[config.mk]
export PLATFORM = sky130hd
export DESIGN_NAME = moa_fifo
export DESIGN_NICKNAME = d
export VERILOG_FILES = /design/src/sv/moa_pkg.sv /design/src/sv/moa_fifo.sv
export SDC_FILE = /design/constraint.sdc
export NUM_CORES = 1
export LEC_CHECK = 0
export ABC_CLOCK_PERIOD_IN_PS = 3100
export BUFFER_PORTS_ARGS = -buffer_cell sky130_fd_sc_hd__buf_2
export CORE_MARGIN = 4
export CORE_UTILIZATION = 56
export DETAILED_ROUTE_END_ITERATION = 8
export PLACE_DENSITY = 0.78
export RECOVER_POWER = 100
export SETUP_SLACK_MARGIN = 0.02
export SLEW_MARGIN = 20
export SYNTH_ARGS = -nofsm -noshare
export SYNTH_HDL_FRONTEND = slang
export SYNTH_SLANG_ARGS = --single-unit
[constraint.sdc]
create_clock -name clk -period 3.1 [get_ports clk]
set_clock_uncertainty 0.1 [all_clocks]
set_input_delay 0 -clock clk [delete_from_list [all_inputs] [get_ports clk]]
set_output_delay 0 -clock clk [all_outputs]
set_load 0.01 [all_outputs]
[src/sv/moa_pkg.sv]
`timescale 1ns / 1ps
// ----------------------------------------------------------------------------
// moa_pkg
// Shared widths, register indexes, defaults and control struct for the
// multichannel oversampling averager.
// ----------------------------------------------------------------------------
package moa_pkg;

    localparam int SAMPLE_W         = 12;
    localparam int SUM_W            = 20;
    localparam int FRAC_W           = 8;
    localparam int AVG_W            = 20;
    localparam int CH_OUT_W         = 4;
    localparam int CC_W             = 5;
    localparam int FS_W             = 9;
    localparam int CFG_IDX_W        = 2;
    localparam int CFG_DATA_W       = 9;
    localparam int FIFO_DEPTH       = 4;
    localparam int DEF_MAX_CHANNELS = 16;
    localparam int DEF_MAX_FILTER   = 256;

    localparam logic [CC_W-1:0] CC_RESET = CC_W'(4);
    localparam logic [FS_W-1:0] FS_RESET = FS_W'(16);

    localparam logic [CFG_IDX_W-1:0] REG_CHANNEL_COUNT = CFG_IDX_W'(0);
    localparam logic [CFG_IDX_W-1:0] REG_FILTER_SIZE   = CFG_IDX_W'(1);

    typedef struct packed {
        logic [CC_W-1:0] chans;
        logic [FS_W-1:0] sweeps;
        logic            clear;
    } moa_ctrl_t;

endpackage

[src/sv/moa_fifo.sv]
`timescale 1ns / 1ps
// ----------------------------------------------------------------------------
// moa_fifo
// Short first-in first-out queue between front and back.
// ----------------------------------------------------------------------------
module moa_fifo
    import moa_pkg::*;
#(
    parameter int DATA_W = 17
) (
    input  logic              clk,
    input  logic              rst_n,
    input  logic              push,
    input  logic [DATA_W-1:0] push_data,
    output logic              full,
    input  logic              pop,
    output logic [DATA_W-1:0] pop_data,
    output logic              not_empty
);
    localparam int PTR_W = (FIFO_DEPTH > 1) ? $clog2(FIFO_DEPTH) : 1;

    logic [DATA_W-1:0] slot_reg [FIFO_DEPTH];
    logic [PTR_W:0]    wr_ptr_reg;
    logic [PTR_W:0]    rd_ptr_reg;

    assign not_empty = (wr_ptr_reg != rd_ptr_reg);
    assign full      = (wr_ptr_reg[PTR_W] != rd_ptr_reg[PTR_W]) &&
                       (wr_ptr_reg[PTR_W-1:0] == rd_ptr_reg[PTR_W-1:0]);
    assign pop_data  = slot_reg[rd_ptr_reg[PTR_W-1:0]];

    always_ff @(posedge clk)
    begin
        if (push && !full)
        begin
            slot_reg[wr_ptr_reg[PTR_W-1:0]] <= push_data;
        end
    end

    always_ff @(posedge clk or negedge rst_n)
    begin
        if (!rst_n)
        begin
            wr_ptr_reg <= '0;
            rd_ptr_reg <= '0;
        end
        else
        begin
            if (push && !full)
            begin
                wr_ptr_reg <= wr_ptr_reg + 1'b1;
            end
            if (pop && not_empty)
            begin
                rd_ptr_reg <= rd_ptr_reg + 1'b1;
            end
        end
    end
endmodule

==> impl_metrics.toml, run 1 <==
[timing]
setup_viol = 0
report.final.slew_viol_count = 0
hold_viol_final = 0
grt_setup_unrepaired = "false"
tns_ps = 0
max_freq_mhz = 383
slew-limit-headroom = 0.236
min_period_over_period = 0.842
min_period_ps = 2610
worst-slew-pin-transition_ps = 1140

[hold_path]
worst_hold_startpoint = "push_data[15]"
min_path_type = "in2reg"
hold_path_depth = 2

[layout]
drive_above_1_share = 0.127
areaGrowthSynthToFinish_pct = 21.3
largest_register_ffs = 68
final_core_util = 0.697
finalNetCount = 233
antenna_cells = 0
fin_cells = 282
nFillCells = 345

[clock_tree]
htreeDepth = 3
clock_sinks = 74
cts.clk_slew.worst_paths_ps = 70
cts_tree = "done"
cts_setup_buffers = 0
clock_latency_ps = 330
clockBufferDepth = 2
cts_inserted_buffers = 9
root_buffer = "clkbuf_8"

[job]
cap_violations = 0

[yosys]
synth_seq_cells = 74
yosys_warnings = 0
ys_types = 22
synth_nets = 163
syn_inst = 137
ys_seq_area_frac = 0.747
netlist_area_um2 = 2940
avgSynthCellArea_um2 = 21.4

[route]
route.detailed.drc = 0
vias = 1555
drt-vias-per-instance = 5.51
wl_per_cell_um = 19.1
drt-pass1-iter-count = 4
totalWireLength_um = 5400
ant_nets = 0
first_iter_violations = 128

[power]
p_seq_frac = 0.446
combPwrFrac = 0.335
clkPwrFrac = 0.219
power_density_nw_per_um2 = 901
leakage_nw = 1.22
swShare = 0.329
power_switching_mw = 1.05
p_int_mw = 2.15
vdd_drop_max_v = 0.000485

[place]
dp_cells = 245
gp_congestion = 0.790
dpl.hpwl_um = 3360
port_buffers = 39

[global_route]
grt_start_max_net_pins = 23
grt_pass1_wl_um = 8530
grt.total_usage = 0.188
first_global_vias = 1643
grt_remaining_overflow = 0
antenna_found_initial = 0

[critical_path]
crit_start = "wr_ptr_reg[2]$_DFFE_PN0P_"
crit_fanout = 10
r2r_slack_ps = 490
timing.rr.start = "wr_ptr_reg[2]$_DFFE_PN0P_"
reg2reg_depth = 3
critical_path_required_ps = 2980
crit_arrival_ps = 2490
worst_setup_path_start_kind = "register"
critPathKind = "reg2reg"
critical_path.endpoint_type = "register"

[floorplan]
rows = 26
dieHeight_um = 80.4
die_w_um = 80.4
die_area_um2 = 6460
start_util = 0.575
io_pins = 40
fp.coreArea_um2 = 5110

[status]
outcome = "finished, final reports clean"
## path summary, 6_finish.rpt
kind                                        endpoint
min in group asynchronous  rd_ptr_reg[2]$_DFFE_PN0P_
max                         slot_reg[3][9]$_DFFE_PP_
min                        slot_reg[2][15]$_DFFE_PP_
max reg2reg                 slot_reg[3][9]$_DFFE_PP_
max in group asynchronous  rd_ptr_reg[0]$_DFFE_PN0P_
min reg2reg                wr_ptr_reg[2]$_DFFE_PN0P_
## metal layers
layer,share of wire,vias up,GRT usage
met5,0,-,0
met4,0.022,0,0.0963
met3,0.054,15,0.0460
met2,0.51,58,0.312
met1,0.41,773,0.228
li1,-,709,-
## cell usage after synthesis
cell,n,share of area
a21oi_1,4,0.0068
ha_1,5,0.021
a211o_1,1,0.0030
o31ai_1,4,0.010
edfxtp_1,68,0.70
xor2_1,4,0.012
buf_6,1,0.0038
nor3_1,1,0.0017
mux4_2,9,0.069
a211oi_1,3,0.0077
buf_4,1,0.0026
nand2_1,2,0.0026
buf_2,1,0.0017
inv_1,4,0.0051
nand3_1,3,0.0051
dfrtp_1,6,0.051
clkbuf_1,1,0.0013
and3_1,3,0.0064
a31oi_1,1,0.0021
xnor2_1,5,0.015
mux4_1,8,0.072
nand2b_1,2,0.0043
## repair_timing
item                                   CTS  global route
hold buffers                            21             0
resized for setup                        0             0
endpoints found under the hold margin   79             0
## critical path, cell delays in order, from the launching register on
cell and delay, ps:
dfrtp_1 440, xor2_1 240, a31oi_1 940, clkbuf_1 520
## cells by family (layout without fill, tap and decap cells)
logic type               after synthesis  after routing  synth area share
adder cells (fa/ha/maj)                5              5            0.0213
AO/OA/AOI/OAI                         13             13            0.0298
XOR/XNOR                               9              9            0.0269
buffers and inverters                  8             83            0.0145
flip-flops                            74             74             0.747
AND/OR/NAND/NOR                       11             11            0.0200
multiplexers                          17             17             0.141
## metrics by stage
step	setup WS (ps)	area, um2	power, mW	hold WS (ps)
6_report	490	3560	3.21	363
5_1_grt	386	3560	3.38	390
4_1_cts	924	3620	3.29	294
3_5_place_dp	925	3220	2.56	-271
3_3_place_gp	1000	3220	2.51	-273
2_1_floorplan	872	2940	2.19	-396
## cell usage in the layout (no fill, tap or decap), drive strengths merged, types with 2 or more instances in the layout
cell type    synthesis  routed
buf                  3       5
xor2                 4       4
xnor2                5       5
clkinv               0       3
a21oi                4       4
dlygate4sd3          0      21
nand2b               2       2
nand2                2       2
clkbuf               1      48
ha                   5       5
nand3                3       3
edfxtp              68      68
inv                  4       4
and3                 3       3
o31ai                4       4
mux4                17      17
a211oi               3       3
dfrtp                6       6
## final cells by class
class	count	area [um2]	share of cell area
sequential	74	2190	0.616
multi-input combinational	55	701	0.197
timing repair buffer	63	379	0.106
clock buffer	11	131	0.0369
tap	70	87.6	0.0246
clock inverter	5	55.1	0.0155
inverter	4	15.0	0.00422
## power groups by stage
stage	Combinational [mW]	Sequential, mW	Clock [mW]
2_1_floorplan	0.764	1.43	0
3_3_place_gp	1.08	1.43	0
3_5_place_dp	1.11	1.45	0
4_1_cts	1.14	1.43	0.716
5_1_grt	1.17	1.45	0.760
6_report	1.07	1.43	0.701
No activity file was read; power rests on OpenSTA's default activity.
==> run 2: changes to the inputs <==
--- a/config.mk
+++ b/config.mk
@@ -5,7 +5,7 @@
 export SDC_FILE = /design/constraint.sdc
 export NUM_CORES = 1
 export LEC_CHECK = 0
-export ABC_CLOCK_PERIOD_IN_PS = 3100
+export ABC_CLOCK_PERIOD_IN_PS = 2650
 export BUFFER_PORTS_ARGS = -buffer_cell sky130_fd_sc_hd__buf_2
 export CORE_MARGIN = 4
 export CORE_UTILIZATION = 56
==> constraint.sdc (replaced) <==
create_clock -name clk -period 2.65 [get_ports clk]
set_clock_uncertainty 0.1 [all_clocks]
set_input_delay 0 -clock clk [delete_from_list [all_inputs] [get_ports clk]]
set_output_delay 0 -clock clk [all_outputs]
set_load 0.01 [all_outputs]
==> impl_metrics.toml, run 2 (synthesized netlist as in run 1, its figures left out) <==
[hold_path]
min_path_type = "in2reg"
worst_hold_startpoint = "push_data[15]"
hold_path_depth = 2
hold_end = "slot_reg[2][15]$_DFFE_PP_"

[critical_path]
crit_arrival_ps = 2250
timing.rr.start = "wr_ptr_reg[2]$_DFFE_PN0P_"
worst_setup_path_start_kind = "register"
critical_path_required_ps = 2590
path_cells = "xor2_1 > a31oi_1 > buf_4"
critical_path.endpoint_type = "register"
cp_slowest_stage_delay_ps = 880
cpMaxStageDelayCell = "a31oi_1"
reg2reg_depth = 3
r2r_end = "slot_reg[3][1]$_DFFE_PP_"
crit_fanout = 10
critPathKind = "reg2reg"
r2r_slack_ps = 330

[timing]
slew-limit-headroom = 0.289
worst-slew-pin-transition_ps = 1060
setup_viol = 0
min_period_ps = 2320
tns_ps = 0
report.final.slew_viol_count = 0
hold_viol_final = 0
grt_setup_unrepaired = "false"
min_period_over_period = 0.874
max_freq_mhz = 432
holdWs_ps = 367
fin_ws_ps = 335

[place]
port_buffers = 39
pre_cts_ws_ps = 468
gp_congestion = 0.793
dpl.hpwl_um = 3120

[layout]
final_cell_mix = "edfxtp_1, clkbuf_1, dlygate4sd3_1, mux4_2, clkbuf_8"
nFillCells = 360
antenna_cells = 0
largest_register_ffs = 68
seq_area_um2 = 2190
areaGrowthSynthToFinish_pct = 22.1
final_core_util = 0.702
multi_input_area_um2 = 701
mostFrequentLayoutCell = "edfxtp_1"
finalNetCount = 233
drive_above_1_share = 0.142

[route]
wl_per_cell_um = 18.1
vias = 1518
totalWireLength_um = 5100
route.detailed.drc = 0
first_iter_violations = 85
drt-pass1-iter-count = 4
ant_nets = 0
drt-vias-per-instance = 5.38

[power]
leakage_nw = 1.24
power_density_nw_per_um2 = 1060
vdd_drop_max_v = 0.000642
total_power_mw = 3.81

[floorplan]
io_pins = 40
die_area_um2 = 6460
dieHeight_um = 80.4
die_w_um = 80.4
fp.coreArea_um2 = 5110
rows = 26
start_util = 0.575

[clock_tree]
cts_tree = "done"
clock_latency_ps = 330
clock_sinks = 74
cts_setup_buffers = 0
root_buffer = "clkbuf_8"
post_cts_resized = 0
holdBufCountCts = 21
htreeDepth = 3
cts.clk_slew.worst_paths_ps = 70
clockBufferDepth = 2
cts_inserted_buffers = 9

[global_route]
grt.total_usage = 0.180
antenna_found_initial = 0
met3_usage = 0.0370
grt_remaining_overflow = 0
globalRouteMet1Util = 0.223
busiest_layer = "met2"
grt_pass1_wl_um = 8290
first_global_vias = 1643
grt_start_max_net_pins = 23
gr-usage-met2 = 0.289

[status]
outcome = "finished, final reports clean"

[job]
cap_violations = 0
-- run 2: worst max-delay path, delay by kind of cell (launching register included) --
kind / cells / cell delay [ps]
XOR/XNOR: 1 / 240
AO/OA/AOI/OAI: 1 / 880
buffers and inverters: 1 / 350
flip-flops: 1 / 450
-- run 2: final cells by class --
cell class                      count  share of cell area
Inverter                            4             0.00419
Tap cell                           70              0.0244
Multi-Input combinational cell     55               0.196
Timing Repair Buffer               63               0.106
Clock inverter                      7              0.0234
Sequential cell                    74               0.612
Clock buffer                        9              0.0346
-- run 2: layer usage --
| layer | part of all wire | vias up |
|---|---|---|
| li1 | - | 708 |
| met5 | 0 | - |
| met2 | 0.50 | 51 |
| met3 | 0.047 | 10 |
| met1 | 0.43 | 749 |
| met4 | 0.020 | 0 |
-- run 2: how the worst max path moves through the flow --
stage                                    from                   endpoint  cells past startpoint  slack, ps
floorplan           wr_ptr_reg[2]$_DFFE_PN0P_   slot_reg[3][0]$_DFFE_PP_                      2        420
global placement    wr_ptr_reg[0]$_DFFE_PN0P_   slot_reg[0][7]$_DFFE_PP_                      3        560
detailed placement  wr_ptr_reg[0]$_DFFE_PN0P_  slot_reg[1][15]$_DFFE_PP_                      3        470
CTS                 wr_ptr_reg[0]$_DFFE_PN0P_  slot_reg[1][13]$_DFFE_PP_                      3        460
global route        wr_ptr_reg[0]$_DFFE_PN0P_   slot_reg[3][0]$_DFFE_PP_                      3        180
finish              wr_ptr_reg[2]$_DFFE_PN0P_   slot_reg[3][1]$_DFFE_PP_                      3        330
-- run 2: metrics by stage --
step | area [um2] | cells
2_1_floorplan | 2940 | 137
3_3_place_gp | 3220 | 245
3_5_place_dp | 3220 | 245
4_1_cts | 3640 | 282
5_1_grt | 3580 | 282
6_report | 3580 | 282
-- run 2: power breakdown --
part | internal [mW] | switching, mW | total (mW)
sequential | 1.57 | 0.105 | 1.67
clock | 0.520 | 0.388 | 0.908
combinational | 0.517 | 0.717 | 1.23
